[config.mk]
export PLATFORM = sky130hd
export DESIGN_NAME = sliding_window_mean_stddev
export DESIGN_NICKNAME = d
export VERILOG_FILES = /design/src/swms_pkg.sv /design/src/sliding_window_mean_stddev.sv /design/src/swms_ram.sv /design/src/swms_iter.sv
export SDC_FILE = /design/constraint.sdc
export NUM_CORES = 2
export LEC_CHECK = 0
export BUFFER_PORTS_ARGS = -buffer_cell sky130_fd_sc_hd__clkbuf_2
export CAP_MARGIN = 20
export CORE_MARGIN = 2
export CORE_UTILIZATION = 40
export DETAILED_ROUTE_END_ITERATION = 8
export PLACE_DENSITY = 0.63
export SLEW_MARGIN = 0
export SYNTH_ARGS = -nofsm -noshare
export SYNTH_HDL_FRONTEND = slang
export SYNTH_HIERARCHICAL = 1
export SYNTH_SLANG_ARGS = --single-unit
[constraint.sdc]
create_clock -name i_clk -period 9 [get_ports i_clk]
set_input_delay 1.35 -clock i_clk [delete_from_list [all_inputs] [get_ports i_clk]]
set_output_delay 1.35 -clock i_clk [all_outputs]
set_load 0.05 [all_outputs]
[src/swms_pkg.sv]
package swms_pkg;

    localparam int CFG_W      = 7;
    localparam int MEAN_W     = 24;
    localparam int DEV_W      = 24;
    localparam int FRAC_W     = 8;
    localparam int VAR_FRAC_W = 2 * FRAC_W;
    localparam int LEN_RESET  = 16;
    localparam int LEN_MIN    = 2;
    localparam int MEAN_MAX   = 2 ** (MEAN_W - 1) - 1;
    localparam int DEV_MAX    = 2 ** DEV_W - 1;

    typedef enum logic {
        OP_DIV  = 1'b0,
        OP_SQRT = 1'b1
    } t_op;

endpackage

[src/sliding_window_mean_stddev.sv]
// Sliding-window mean and sample standard deviation.
// Input channel i_valid/o_ready/i_sample: one signed sample per transfer.
// Output channel o_valid/i_ready: one result per sample (window_full, mean in
// signed Q8 rounded half away from zero, sample deviation in unsigned Q8).
// Config channel i_cfg_valid/o_cfg_ready/i_cfg_data writes window_len (clamped
// to 2..WINDOW_MAX); any write restarts filling. o_cfg_ready is high only while
// idle, and a pending write holds o_ready low.
// While the window is still filling the result is all zero and the block goes
// from idle straight to S_DONE, which loads the output register and raises
// o_valid once the slot is free. Once full, the block walks the sample RAM one
// entry per cycle through a shared multiplier, then runs a bit-serial unit for
// the mean division, the variance division and the square root.
// o_ready is high only while idle, so no new sample is taken until the last
// result moves to the output register; the next one can be taken in the same
// cycle that o_valid rises.
// A finished result waits in the output register while i_ready is low; the
// block then takes the next sample but holds its result until the slot frees.
// Reset (i_rst_n, synchronous) sets window_len to min(16, WINDOW_MAX) and empties the window.
module sliding_window_mean_stddev import swms_pkg::*; #(
    parameter int WINDOW_MAX  = 64,
    parameter int SAMPLE_BITS = 16
) (
    input  logic                          i_clk,
    input  logic                          i_rst_n,
    input  logic                          i_cfg_valid,
    output logic                          o_cfg_ready,
    input  logic [CFG_W-1:0]              i_cfg_data,
    input  logic                          i_valid,
    output logic                          o_ready,
    input  logic signed [SAMPLE_BITS-1:0] i_sample,
    output logic                          o_valid,
    input  logic                          i_ready,
    output logic                          o_window_full,
    output logic signed [MEAN_W-1:0]      o_window_mean,
    output logic [DEV_W-1:0]              o_window_std_dev
);

    localparam int NW      = $clog2(WINDOW_MAX + 1);
    localparam int PW      = $clog2(WINDOW_MAX);
    localparam int CW      = NW + 1;
    localparam int SB      = SAMPLE_BITS;
    localparam int SW      = SB + NW;
    localparam int S2W     = 2 * SB - 1 + NW;
    localparam int PRW     = S2W + SW;
    localparam int NUMW    = 2 * SW;
    localparam int DSW     = 2 * NW;
    localparam int XW      = NUMW + VAR_FRAC_W;
    localparam int MW      = SW + FRAC_W + 2;
    localparam int RW      = XW / 2;
    localparam int CNTW    = $clog2(XW + 1);
    localparam int DXW     = (RW > DEV_W) ? RW : DEV_W;
    localparam int LEN_RST = (WINDOW_MAX < LEN_RESET) ? WINDOW_MAX : LEN_RESET;

    typedef enum logic [6:0] {
        S_IDLE = 7'b0000001,
        S_WALK = 7'b0000010,
        S_PROD = 7'b0000100,
        S_MDIV = 7'b0001000,
        S_VDIV = 7'b0010000,
        S_SQRT = 7'b0100000,
        S_DONE = 7'b1000000
    } t_state;

    t_state             r_state;
    logic [NW-1:0]      r_len;
    logic [NW-1:0]      r_fill;
    logic [PW-1:0]      r_wp;
    logic [CW-1:0]      r_idx;
    logic               r_rv;
    logic               r_mv;
    logic [1:0]         r_step;
    logic [SW-1:0]      r_s1;
    logic [S2W-1:0]     r_s2;
    logic [PRW-1:0]     r_prod;
    logic [NUMW-1:0]    r_num;
    logic [DSW-1:0]     r_den;
    logic               r_res_full;
    logic [MEAN_W-1:0]  r_res_mean;
    logic [DEV_W-1:0]   r_res_dev;
    logic               r_out_valid;
    logic               r_out_full;
    logic [MEAN_W-1:0]  r_out_mean;
    logic [DEV_W-1:0]   r_out_dev;

    logic [NW-1:0]      n_len;
    logic [PW-1:0]      n_wp;
    logic [NW-1:0]      n_fill;

    logic               in_acc;
    logic               out_free;
    logic [PW-1:0]      wa;
    logic [CW-1:0]      wp_inc;
    logic               now_full;
    logic               rd_issue;
    logic               walk_end;
    logic [SB-1:0]      ram_q;
    logic [SW-1:0]      samp_x;
    logic [SB-1:0]      samp_abs;
    logic [SW-1:0]      mag;
    logic [NW-1:0]      len_m1;
    logic [S2W-1:0]     mul_a;
    logic [SW-1:0]      mul_b;
    logic [PRW-1:0]     mul_p;
    logic [MW-1:0]      mean_dvd;
    logic               it_start;
    t_op                it_op;
    logic [XW-1:0]      it_x;
    logic [DSW-1:0]     it_d;
    logic [CNTW-1:0]    it_cnt;
    logic               it_done;
    logic [XW-1:0]      it_q;
    logic [MEAN_W-1:0]  mean_sat;
    logic [DXW-1:0]     dev_ext;
    logic [DEV_W-1:0]   dev_sat;

    // config clamp
    always_comb begin
        if (i_cfg_data < CFG_W'(LEN_MIN)) begin
            n_len = NW'(LEN_MIN);
        end else if (32'(i_cfg_data) > WINDOW_MAX) begin
            n_len = NW'(WINDOW_MAX);
        end else begin
            n_len = NW'(i_cfg_data);
        end
    end

    assign in_acc   = i_valid && o_ready;
    assign out_free = !r_out_valid || i_ready;
    assign wa       = (CW'(r_wp) >= CW'(r_len)) ? '0 : r_wp;
    assign wp_inc   = CW'(wa) + CW'(1);
    assign n_wp     = (wp_inc == CW'(r_len)) ? '0 : wp_inc[PW-1:0];
    assign n_fill   = (r_fill < r_len) ? (r_fill + NW'(1)) : r_fill;
    assign now_full = (n_fill >= r_len);

    assign rd_issue = (r_state == S_WALK) && (r_idx != CW'(r_len));
    assign walk_end = (r_idx == CW'(r_len)) && !r_rv && !r_mv;

    swms_ram #(
        .WIDTH (SB),
        .DEPTH (WINDOW_MAX)
    ) u_store (
        .i_clk   (i_clk),
        .i_we    (in_acc),
        .i_waddr (wa),
        .i_wdata (i_sample),
        .i_raddr (r_idx[PW-1:0]),
        .o_rdata (ram_q)
    );

    assign samp_x   = {{NW{ram_q[SB-1]}}, ram_q};
    assign samp_abs = ram_q[SB-1] ? (~ram_q + SB'(1)) : ram_q;
    assign mag      = r_s1[SW-1] ? (~r_s1 + SW'(1)) : r_s1;
    assign len_m1   = r_len - NW'(1);

    // shared multiplier: squares during the walk, then N*S2, S1^2, N*(N-1)
    always_comb begin
        mul_a = '0;
        mul_b = '0;
        case (r_state)
            S_WALK: begin
                mul_a = S2W'(samp_abs);
                mul_b = SW'(samp_abs);
            end
            S_PROD: begin
                case (r_step)
                    2'd0: begin
                        mul_a = r_s2;
                        mul_b = SW'(r_len);
                    end
                    2'd1: begin
                        mul_a = S2W'(mag);
                        mul_b = mag;
                    end
                    2'd2: begin
                        mul_a = S2W'(r_len);
                        mul_b = SW'(len_m1);
                    end
                    default: begin
                        mul_a = '0;
                        mul_b = '0;
                    end
                endcase
            end
            default: begin
                mul_a = '0;
                mul_b = '0;
            end
        endcase
    end

    assign mul_p = mul_a * mul_b;

    // (2*|S1|*256 + N) / (2N) rounds half away from zero
    assign mean_dvd = {1'b0, mag, {(FRAC_W + 1){1'b0}}} + MW'(r_len);

    always_comb begin
        it_op  = OP_DIV;
        it_x   = {mean_dvd, {(XW - MW){1'b0}}};
        it_d   = DSW'({r_len, 1'b0});
        it_cnt = CNTW'(MW);
        case (r_state)
            S_MDIV: begin
                it_x   = {r_num, {VAR_FRAC_W{1'b0}}};
                it_d   = r_den;
                it_cnt = CNTW'(XW);
            end
            S_VDIV: begin
                it_op  = OP_SQRT;
                it_x   = it_q;
                it_d   = r_den;
                it_cnt = CNTW'(RW);
            end
            default: begin
                it_op  = OP_DIV;
            end
        endcase
    end

    assign it_start = ((r_state == S_PROD) && (r_step == 2'd3))
                   || (((r_state == S_MDIV) || (r_state == S_VDIV)) && it_done);

    swms_iter #(
        .XW (XW),
        .DW (DSW)
    ) u_iter (
        .i_clk   (i_clk),
        .i_rst_n (i_rst_n),
        .i_start (it_start),
        .i_op    (it_op),
        .i_x     (it_x),
        .i_d     (it_d),
        .i_cnt   (it_cnt),
        .o_done  (it_done),
        .o_q     (it_q)
    );

    always_comb begin
        if (!r_s1[SW-1]) begin
            mean_sat = (it_q > XW'(MEAN_MAX)) ? MEAN_W'(MEAN_MAX) : it_q[MEAN_W-1:0];
        end else if (it_q > XW'(MEAN_MAX + 1)) begin
            mean_sat = {1'b1, {(MEAN_W - 1){1'b0}}};
        end else begin
            mean_sat = ~it_q[MEAN_W-1:0] + MEAN_W'(1);
        end
    end

    assign dev_ext = DXW'(it_q[RW-1:0]);
    assign dev_sat = (dev_ext > DXW'(DEV_MAX)) ? '1 : dev_ext[DEV_W-1:0];

    always_ff @(posedge i_clk) begin
        if (!i_rst_n) begin
            r_state     <= S_IDLE;
            r_len       <= NW'(LEN_RST);
            r_fill      <= '0;
            r_wp        <= '0;
            r_idx       <= '0;
            r_step      <= '0;
            r_rv        <= 1'b0;
            r_mv        <= 1'b0;
            r_out_valid <= 1'b0;
        end else begin
            r_rv <= rd_issue;
            r_mv <= r_rv;
            if ((r_state == S_DONE) && out_free) begin
                r_out_valid <= 1'b1;
            end else if (o_valid && i_ready) begin
                r_out_valid <= 1'b0;
            end
            case (r_state)
                S_IDLE: begin
                    if (i_cfg_valid) begin
                        r_len  <= n_len;
                        r_fill <= '0;
                        r_wp   <= '0;
                    end else if (in_acc) begin
                        r_wp   <= n_wp;
                        r_fill <= n_fill;
                        r_idx  <= '0;
                        r_step <= '0;
                        r_state <= now_full ? S_WALK : S_DONE;
                    end
                end
                S_WALK: begin
                    if (rd_issue) begin
                        r_idx <= r_idx + CW'(1);
                    end
                    if (walk_end) begin
                        r_state <= S_PROD;
                    end
                end
                S_PROD: begin
                    r_step <= r_step + 2'd1;
                    if (r_step == 2'd3) begin
                        r_state <= S_MDIV;
                    end
                end
                S_MDIV: begin
                    if (it_done) begin
                        r_state <= S_VDIV;
                    end
                end
                S_VDIV: begin
                    if (it_done) begin
                        r_state <= S_SQRT;
                    end
                end
                S_SQRT: begin
                    if (it_done) begin
                        r_state <= S_DONE;
                    end
                end
                S_DONE: begin
                    if (out_free) begin
                        r_state <= S_IDLE;
                    end
                end
                default: begin
                    r_state <= S_IDLE;
                end
            endcase
        end
    end

    always_ff @(posedge i_clk) begin
        r_prod <= mul_p;
        if ((r_state == S_IDLE) && in_acc) begin
            r_s1       <= '0;
            r_s2       <= '0;
            r_res_full <= 1'b0;
            r_res_mean <= '0;
            r_res_dev  <= '0;
        end
        if (r_rv) begin
            r_s1 <= r_s1 + samp_x;
        end
        if (r_mv) begin
            r_s2 <= r_s2 + S2W'(r_prod);
        end
        if (r_state == S_PROD) begin
            case (r_step)
                2'd1: r_num <= NUMW'(r_prod);
                2'd2: r_num <= (r_num >= NUMW'(r_prod)) ? (r_num - NUMW'(r_prod)) : '0;
                2'd3: r_den <= DSW'(r_prod);
                default: begin
                end
            endcase
        end
        if ((r_state == S_MDIV) && it_done) begin
            r_res_mean <= mean_sat;
        end
        if ((r_state == S_SQRT) && it_done) begin
            r_res_dev  <= dev_sat;
            r_res_full <= 1'b1;
        end
        if ((r_state == S_DONE) && out_free) begin
            r_out_full <= r_res_full;
            r_out_mean <= r_res_mean;
            r_out_dev  <= r_res_dev;
        end
    end

    assign o_cfg_ready      = (r_state == S_IDLE);
    assign o_ready          = (r_state == S_IDLE) && !i_cfg_valid;
    assign o_valid          = r_out_valid;
    assign o_window_full    = r_out_full;
    assign o_window_mean    = r_out_mean;
    assign o_window_std_dev = r_out_dev;

endmodule

[src/swms_ram.sv]
module swms_ram #(
    parameter int WIDTH = 16,
    parameter int DEPTH = 64
) (
    input  logic                     i_clk,
    input  logic                     i_we,
    input  logic [$clog2(DEPTH)-1:0] i_waddr,
    input  logic [WIDTH-1:0]         i_wdata,
    input  logic [$clog2(DEPTH)-1:0] i_raddr,
    output logic [WIDTH-1:0]         o_rdata
);

    logic [WIDTH-1:0] r_mem [DEPTH];
    logic [WIDTH-1:0] r_rdata;

    always_ff @(posedge i_clk) begin
        if (i_we) begin
            r_mem[i_waddr] <= i_wdata;
        end
        r_rdata <= r_mem[i_raddr];
    end

    assign o_rdata = r_rdata;

endmodule

[src/swms_iter.sv]
// Restoring shift-subtract unit: one quotient bit (divide) or one root bit
// (square root) per cycle. The operand is consumed MSB first from i_x, so a
// short dividend is left-aligned and run with a smaller i_cnt.
module swms_iter import swms_pkg::*; #(
    parameter int XW = 62,
    parameter int DW = 14
) (
    input  logic                   i_clk,
    input  logic                   i_rst_n,
    input  logic                   i_start,
    input  t_op                    i_op,
    input  logic [XW-1:0]          i_x,
    input  logic [DW-1:0]          i_d,
    input  logic [$clog2(XW+1)-1:0] i_cnt,
    output logic                   o_done,
    output logic [XW-1:0]          o_q
);

    localparam int RW   = XW / 2;
    localparam int UW   = RW + 3;
    localparam int CNTW = $clog2(XW + 1);

    logic            r_busy;
    logic            r_done;
    t_op             r_op;
    logic [XW-1:0]   r_x;
    logic [DW-1:0]   r_d;
    logic [XW-1:0]   r_q;
    logic [UW-1:0]   r_rem;
    logic [CNTW-1:0] r_cnt;

    logic [UW-1:0]   pre;
    logic [UW-1:0]   sub;
    logic [UW-1:0]   diff;
    logic            ge;

    always_comb begin
        if (r_op == OP_SQRT) begin
            pre = {r_rem[UW-3:0], r_x[XW-1 -: 2]};
            sub = {r_q[UW-3:0], 2'b01};
        end else begin
            pre = {r_rem[UW-2:0], r_x[XW-1]};
            sub = UW'(r_d);
        end
        ge   = (pre >= sub);
        diff = pre - sub;
    end

    always_ff @(posedge i_clk) begin
        if (!i_rst_n) begin
            r_busy <= 1'b0;
            r_done <= 1'b0;
        end else begin
            r_done <= 1'b0;
            if (i_start) begin
                r_busy <= 1'b1;
            end else if (r_busy && (r_cnt == CNTW'(1))) begin
                r_busy <= 1'b0;
                r_done <= 1'b1;
            end
        end
    end

    always_ff @(posedge i_clk) begin
        if (i_start) begin
            r_op  <= i_op;
            r_x   <= i_x;
            r_d   <= i_d;
            r_q   <= '0;
            r_rem <= '0;
            r_cnt <= i_cnt;
        end else if (r_busy) begin
            r_rem <= ge ? diff : pre;
            r_q   <= {r_q[XW-2:0], ge};
            r_x   <= (r_op == OP_SQRT) ? (r_x << 2) : (r_x << 1);
            r_cnt <= r_cnt - CNTW'(1);
        end
    end

    assign o_done = r_done;
    assign o_q    = r_q;

endmodule
# [Word level (Yosys, flattened, before mapping)]
# Memory sizes are Yosys's and may differ from the RTL's. A register that Yosys moved wholly into a read port is not among the register bits.
# Index checks and enable logic that the tools add are counted.
[totals] ramBits=1024 memories=1 reg_bits=485 input_bits=28 output_inout_bits=52
[mem_list] memory="u_store.r_mem" depth=64 word_bits=16 read_ports=1 rd_ports_with_merged_regs=1 wr=1 line="swms_ram.sv:13" text="logic [WIDTH-1:0] r_mem [DEPTH];"
[classes] n_eq_ne=23 mul=1 reduce_logical=41 n_lt_le_gt_ge=10 mux=64 bitwise_logic=4 addsub=14
[op_table] cell="$mux 62" n=3
[op_table] cell="$mux 24" n=7
[op_table] cell="$pmux 62 s2" n=1
[op_table] cell="$pmux 38 s3" n=1
[op_table] cell="$mux 7" n=14
[op_table] cell="$pmux 46 s2" n=1
[op_table] cell="$mux 38" n=2
[op_table] cell="$pmux 38 s2" n=1
[op_table] cell="$mux 23" n=3
[op_table] cell="$pmux 23 s3" n=1
[op_table] cell="$mux 34" n=2
[op_table] cell="$gt 62x23->1 const B" n=1
[op_table] cell="$gt 62x24->1 const B" n=1
[op_table] cell="$pmux 7 s7" n=1
[op_table] cell="$ge 46x46->1" n=1
[op_table] cell="$mul 38x23->46" n=1
[op_table] cell="$mux 46" n=1
[op_table] cell="$pmux 23 s2" n=1
[op_table] cell="$sub 46x46->46" n=1
[op_table] cell="$add 38x38->38" n=1
[op_table] cell="$mux 6" n=6
[op_table] cell="$ge 34x34->1" n=1
[op_table] cell="$add 32x7->33" n=1
[op_table] cell="$mux 33" n=1
[op_table] cell="53 further kinds" n=103

# [Logic depth before layout (Yosys ltp)]
[logic_depth] depth_word=7 depth_mapped=36

# [Hierarchy]
# The synthesis kept the hierarchy.
[by_module_without_submodules] module="sliding_window_mean_stddev" area_each_um2=42306.8 n_inst=1 seq_area_each_um2=8287.9 cells_per_inst=4784
[by_module_without_submodules] module="swms_ram" area_each_um2=40042.2 n_inst=1 seq_area_each_um2=31069.8 cells_per_inst=1829
[by_module_without_submodules] module="swms_iter" area_each_um2=10142.2 n_inst=1 seq_area_each_um2=4434.3 cells_per_inst=1055

# [Worst setup path before layout]
# OpenSTA, ideal clock, no wires.
[synth_path] path_type="register to register" start="reg r_step[0]" end="reg r_prod[29]" path_stages_with_launch=36 setup_time_ps=72 slack_ps=-274 arrival_ps=9202 path_buffers=3 path_cell_list="dfxtp_1 ha_1 nor4b_1 and2_1 clkbuf_1 nand2_1 clkbuf_1 o22ai_1 clkinv_1 nand2_1 clkbuf_1 nand2_1 fa_1 inv_1 fa_1 inv_1 fa_1 inv_1 fa_1 inv_1 fa_1 inv_1 fa_1 inv_1 fa_1 inv_1 ha_1 a211o_1 or4b_2 a21oi_1 nor3_1 a221oi_1 o21ai_0 a21o_1 a21oi_1 xnor2_1"
[synth_between] elab_chain_cells=4 elab_cells_between_ends=8 cone_classes="1 x mul; 2 x eq/ne; 4 x mux; 1 x reduce/logical"
[synth_lines] element="from (decl)" line="sliding_window_mean_stddev.sv:71" text="logic [1:0] r_step;"
[synth_lines] element="from (signal assigned)" line="sliding_window_mean_stddev.sv:292" text="r_step <= r_step + 2'd1;"
[synth_lines] element="$eq 2x2->1, or another cell as far along" line="sliding_window_mean_stddev.sv:165" text="case (r_step)"
[synth_lines] element="$pmux 38 s3 / $pmux 23 s3 (equally long branches)" line="sliding_window_mean_stddev.sv:165"
[synth_lines] element="$pmux 38 s2 / $pmux 23 s2 (equally long branches)" line="sliding_window_mean_stddev.sv:159" text="case (r_state)"
[synth_lines] element="$mul 38x23->46 (*)" line="sliding_window_mean_stddev.sv:191" text="assign mul_p = mul_a * mul_b;"
[synth_lines] element="named net mul_p[29]" line="sliding_window_mean_stddev.sv:103" text="logic [PRW-1:0] mul_p;"
[synth_lines] element="to (signal assigned)" line="sliding_window_mean_stddev.sv:325" text="r_prod <= mul_p;"
[synth_lines] element="to (decl)" line="sliding_window_mean_stddev.sv:74" text="logic [PRW-1:0] r_prod;"
# The timed path passes the listed nets; every way through them passes the cells marked *.
# A chain may end at the register's enable or synchronous reset.

# [Worst setup path after layout]
[layout_path] start="reg u_store.r_rdata[7] (netlist: u_store/o_rdata[7]), read port of u_store.r_mem" end="reg r_prod[43]"
[layout_between] elab_chain_cells=5 elab_cells_between_ends=6 cone_classes="1 x add/sub; 1 x mul; 3 x mux; 1 x bitwise"
[layout_lines] element="from (decl)" line="swms_ram.sv:14" text="logic [WIDTH-1:0] r_rdata;"
[layout_lines] element="$not 16->16" line="sliding_window_mean_stddev.sv:151" text="assign samp_abs = ram_q[SB-1] ? (~ram_q + SB'(1)) : ram_q;"
[layout_lines] element="$add 16x1->16" line="sliding_window_mean_stddev.sv:151"
[layout_lines] element="$mux 16 (*)" line="sliding_window_mean_stddev.sv:151"
[layout_lines] element="$pmux 38 s2 / $pmux 23 s2 (equally long branches)" line="sliding_window_mean_stddev.sv:159"
[layout_lines] element="$mul 38x23->46 (*)" line="sliding_window_mean_stddev.sv:191"
[layout_lines] element="named net mul_p[43]" line="sliding_window_mean_stddev.sv:103"
# Marks and branches as above.

==> run summary <==
Worst Setup End Kind -> flip-flop
clk slew on worst S/H paths -> 0.06 ns
Data arrival, critical path -> 9.49 ns
main combinational cell family by area after synthesis -> adder cells
Pre-antenna DRT Iters -> 8
starting DRC count in detailed routing -> 6,192
total die area -> 235,100 µm²
Crit Path Category -> reg -> reg
Seq cells post-synth -> 1,525
Final TNS setup -> 0 ns
vias in the first global route -> 63,510
# setup viols final -> 0
DP Wirelength -> 195,700 µm
Mapped Nets -> 8,642
post-synthesis mux area share -> 0.08679
Async S/R FF share, synth -> 0
I/O Buffers -> 79
total track usage -> 0.2281
synthesized instance count -> 7,668
most frequent cell on the critical path -> fa_1
drt drc -> 0
htree depth -> 4
Final Max Tran Viols -> 0
CP max stage delay -> 0.63 ns
core box area -> 229,900 µm²
prevailing post-synth register cell -> edfxtp_1
CTS Buf Count -> 162
RSZ-0062 raised after global routing -> yes
largest net degree at the start of global routing -> 130
fraction of synthesized cell area in xor and xnor cells -> 0.02179
Initial Util -> 0.4023
CTS hold repair buffers -> 0
post-layout instance count excluding filler cells -> 11,200
initial antenna violation count -> 7
share of cells above drive strength 1 -> 0.1587
adder-cell area share of the yosys netlist -> 0.1811
global-route wire length before repair -> 405,800 µm
Hold Path Stages -> 0
DP Cell Count -> 10,890
chip height -> 484.9 µm
Synth-to-Final Area Change -> 13.62%
Worst-Margin Slew -> 1.078 ns
Post-synth EDFFs -> 1,325
Placement Rows -> 176
Yosys cell types -> 104
# IOs -> 80
Worst VDD drop -> 185.8 µV
crit path max fanout -> 5
cell area after synthesis -> 92,490 µm²
max cap viols -> 0
Sink Count -> 1,525
Final ANT Viol Nets -> 0
Vias -> 62,690
final-report hold violation count -> 0
Synth Warn # -> 6
status -> finished clean
Avg Inst Size Synth -> 12.06 µm²
post-layout min period -> 8.729 ns
drt wl/cell -> 24.15 µm
GR Overflow Total -> 0
Min-Delay Path Class -> reg -> reg
post-synthesis compound-gate area fraction -> 0.07985
Layout Nets -> 9,013
Slew HR -> 0.2785
Die X -> 484.9 µm
CTS tree -> done
dpl cell area -> 98,990 µm²
part of the cycle the worst path needs -> 0.9699
RePlAce Congestion -> 0.9449
Design Power -> 17,550 µW
critical path's slowest cell -> or4b_2
Clock Latency Late Sink -> 0.84 ns
share of the yosys chip area belonging to registers -> 0.4735
required time of the critical path -> 9.76 ns
Clock Skews -> 0.07269 ns
CP startpoint kind -> flip-flop
post-route cell area -> 105,100 µm²
Fill cells -> 20,740
Synth Area in Simple Gates -> 0.1031
PwrDens -> 167.0 nW/µm²
worst setup slack after layout -> 0.2706 ns
Total Wirelength -> 270,400 µm
FF-to-FF path depth -> 31
DR vias/cell -> 5.598
leakage -> 0.03966 µW
CTS Root Cell -> clkbuf_16
Highest Clock Rate -> 0.1146 GHz
pre-CTS setup slack -> -0.2867 ns
Max Root-Sink Buffers -> 3
==> cells in the final DEF, fill, tap and decap left out, drive strengths merged, types with 28 or more instances in the layout <==
cell       n
a21oi    226
o21ai    255
o21a      82
and2      94
dfxtp    200
clkinv    66
a31oi     28
nor2b     86
nand4     47
ha       291
buf      511
nand2    918
fa       655
clkbuf   281
nor2     598
nor3      76
nand2b    34
mux2i    229
xnor2    133
a22oi     75
edfxtp  1325
xor2      92
a21o     100
nand3    116
inv      846
mux4     224
a211oi    54
mux2      60
==> worst max-delay path, delay by kind of cell, from the launching register on <==
family,cells,cell delay (ns)
adder cells (fa/ha/maj),8,3.85
AND/OR/NAND/NOR,8,2.30
AO/OA/AOI/OAI,7,1.29
buffers and inverters,6,0.56
XOR/XNOR,2,0.32
flip-flops,1,0.31
==> final cells by class <==
type | instances | area [µm²] | area share
diodes | 1 | 2.502 | 0.00002381
clock buffers | 202 | 4359 | 0.04148
clock inverters | 96 | 1165 | 0.01108
inverters | 841 | 3164 | 0.03011
multi-input cells | 4919 | 44290 | 0.4215
flip-flops and latches | 1525 | 43810 | 0.4169
well taps | 3026 | 3786 | 0.03603
repair buffers | 590 | 4509 | 0.04291
==> flip-flops by register name (all words and copies together), names as in the netlist, 8 cells and up <==
name,flops
u_iter/o_q,62
r_s1,23
r_den,14
u_iter/r_rem,33
u_store/r_mem,1024
o_window_mean,24
r_res_mean,24
u_iter/r_d,14
o_window_std_dev,24
r_idx,8
u_store/o_rdata,16
r_res_dev,24
r_prod,46
r_s2,38
u_iter/r_x,62
r_num,46
==> cells in the mapped netlist, drive strengths merged (24+ instances only) <==
library cell	n	share of area
mux4	224	0.055
o21ai	255	0.014
buf	125	0.0092
a22o	27	0.0026
xor2	92	0.0087
and2	94	0.0064
a31oi	28	0.0019
a22oi	75	0.0061
nor2	598	0.024
nor4	25	0.0020
a221oi	26	0.0025
inv	836	0.034
a21o	100	0.0081
mux2	60	0.0073
dfxtp	200	0.043
nand4	47	0.0032
fa	655	0.14
clkbuf	258	0.011
nor3	76	0.0041
ha	291	0.039
nor2b	86	0.0058
o21a	82	0.0067
nand2	918	0.037
nand3	116	0.0063
nor3b	24	0.0019
xnor2	133	0.013
a21oi	226	0.012
edfxtp	1325	0.43
mux2i	229	0.025
nand2b	34	0.0023
a211oi	54	0.0044
a311oi	27	0.0035
==> final timing paths <==
path,startpoint,endpoint,slack (ns)
worst max-delay path,u_store/o_rdata[7]$_DFF_P_,r_prod[43]$_DFF_P_,0.27
worst min register to register,r_res_dev[11]$_SDFFCE_PN0P_,o_window_std_dev[11]$_DFFE_PP_,0.41
worst max register to register,u_store/o_rdata[7]$_DFF_P_,r_prod[43]$_DFF_P_,0.27
worst min-delay path,r_res_dev[11]$_SDFFCE_PN0P_,o_window_std_dev[11]$_DFFE_PP_,0.41
==> logic make-up (layout without fill, tap and decap cells) <==
| logic type | Yosys count | count (layout) |
|---|---|---|
| AOI/OAI and AO/OA | 1101 | 1101 |
| xor gates and xnor gates | 227 | 227 |
| adders and majority gates | 946 | 946 |
| buffers and inverters | 1224 | 1729 |
| DFF | 1525 | 1525 |
| muxes | 513 | 513 |
| other | 0 | 1 |
| and+or+nand+nor | 2132 | 2132 |
==> through the flow <==
| step | utilization | hold WS, ns |
|---|---|---|
| floorplan | - | 0.4003 |
| global placement | 0.4304 | 0.4043 |
| detailed placement | 0.4306 | 0.4045 |
| CTS | 0.4550 | 0.4129 |
| global route | 0.4571 | 0.4233 |
| finish | 0.4571 | 0.4063 |
==> report_power, final <==
| group | switching, µW | leakage (µW) | internal (µW) | total [µW] |
|---|---|---|---|---|
| Combinational | 1710 | 0.0233 | 964 | 2670 |
| Clock | 2900 | 0.00266 | 3950 | 6850 |
| Sequential | 144 | 0.0137 | 7890 | 8030 |
==> routing by layer <==
| metal | GRT usage | vias up | routed length [µm] |
|---|---|---|---|
| li1 | - | 27600 | - |
| met1 | 0.3228 | 32000 | 115400 |
| met2 | 0.3601 | 2650 | 124900 |
| met3 | 0.03691 | 442 | 21440 |
| met4 | 0.07115 | 6 | 8696 |
| met5 | 0 | - | 34 |
==> repair_timing <==
| item | CTS | global route |
|---|---|---|
| setup buffers | 0 | 11 |
| resized for setup | 20 | 93 |
| pin swaps | 2 | 31 |
| endpoints found under the setup margin | 13 | 16 |
| gates cloned | 0 | 0 |
(Power assumes the default switching activity.)
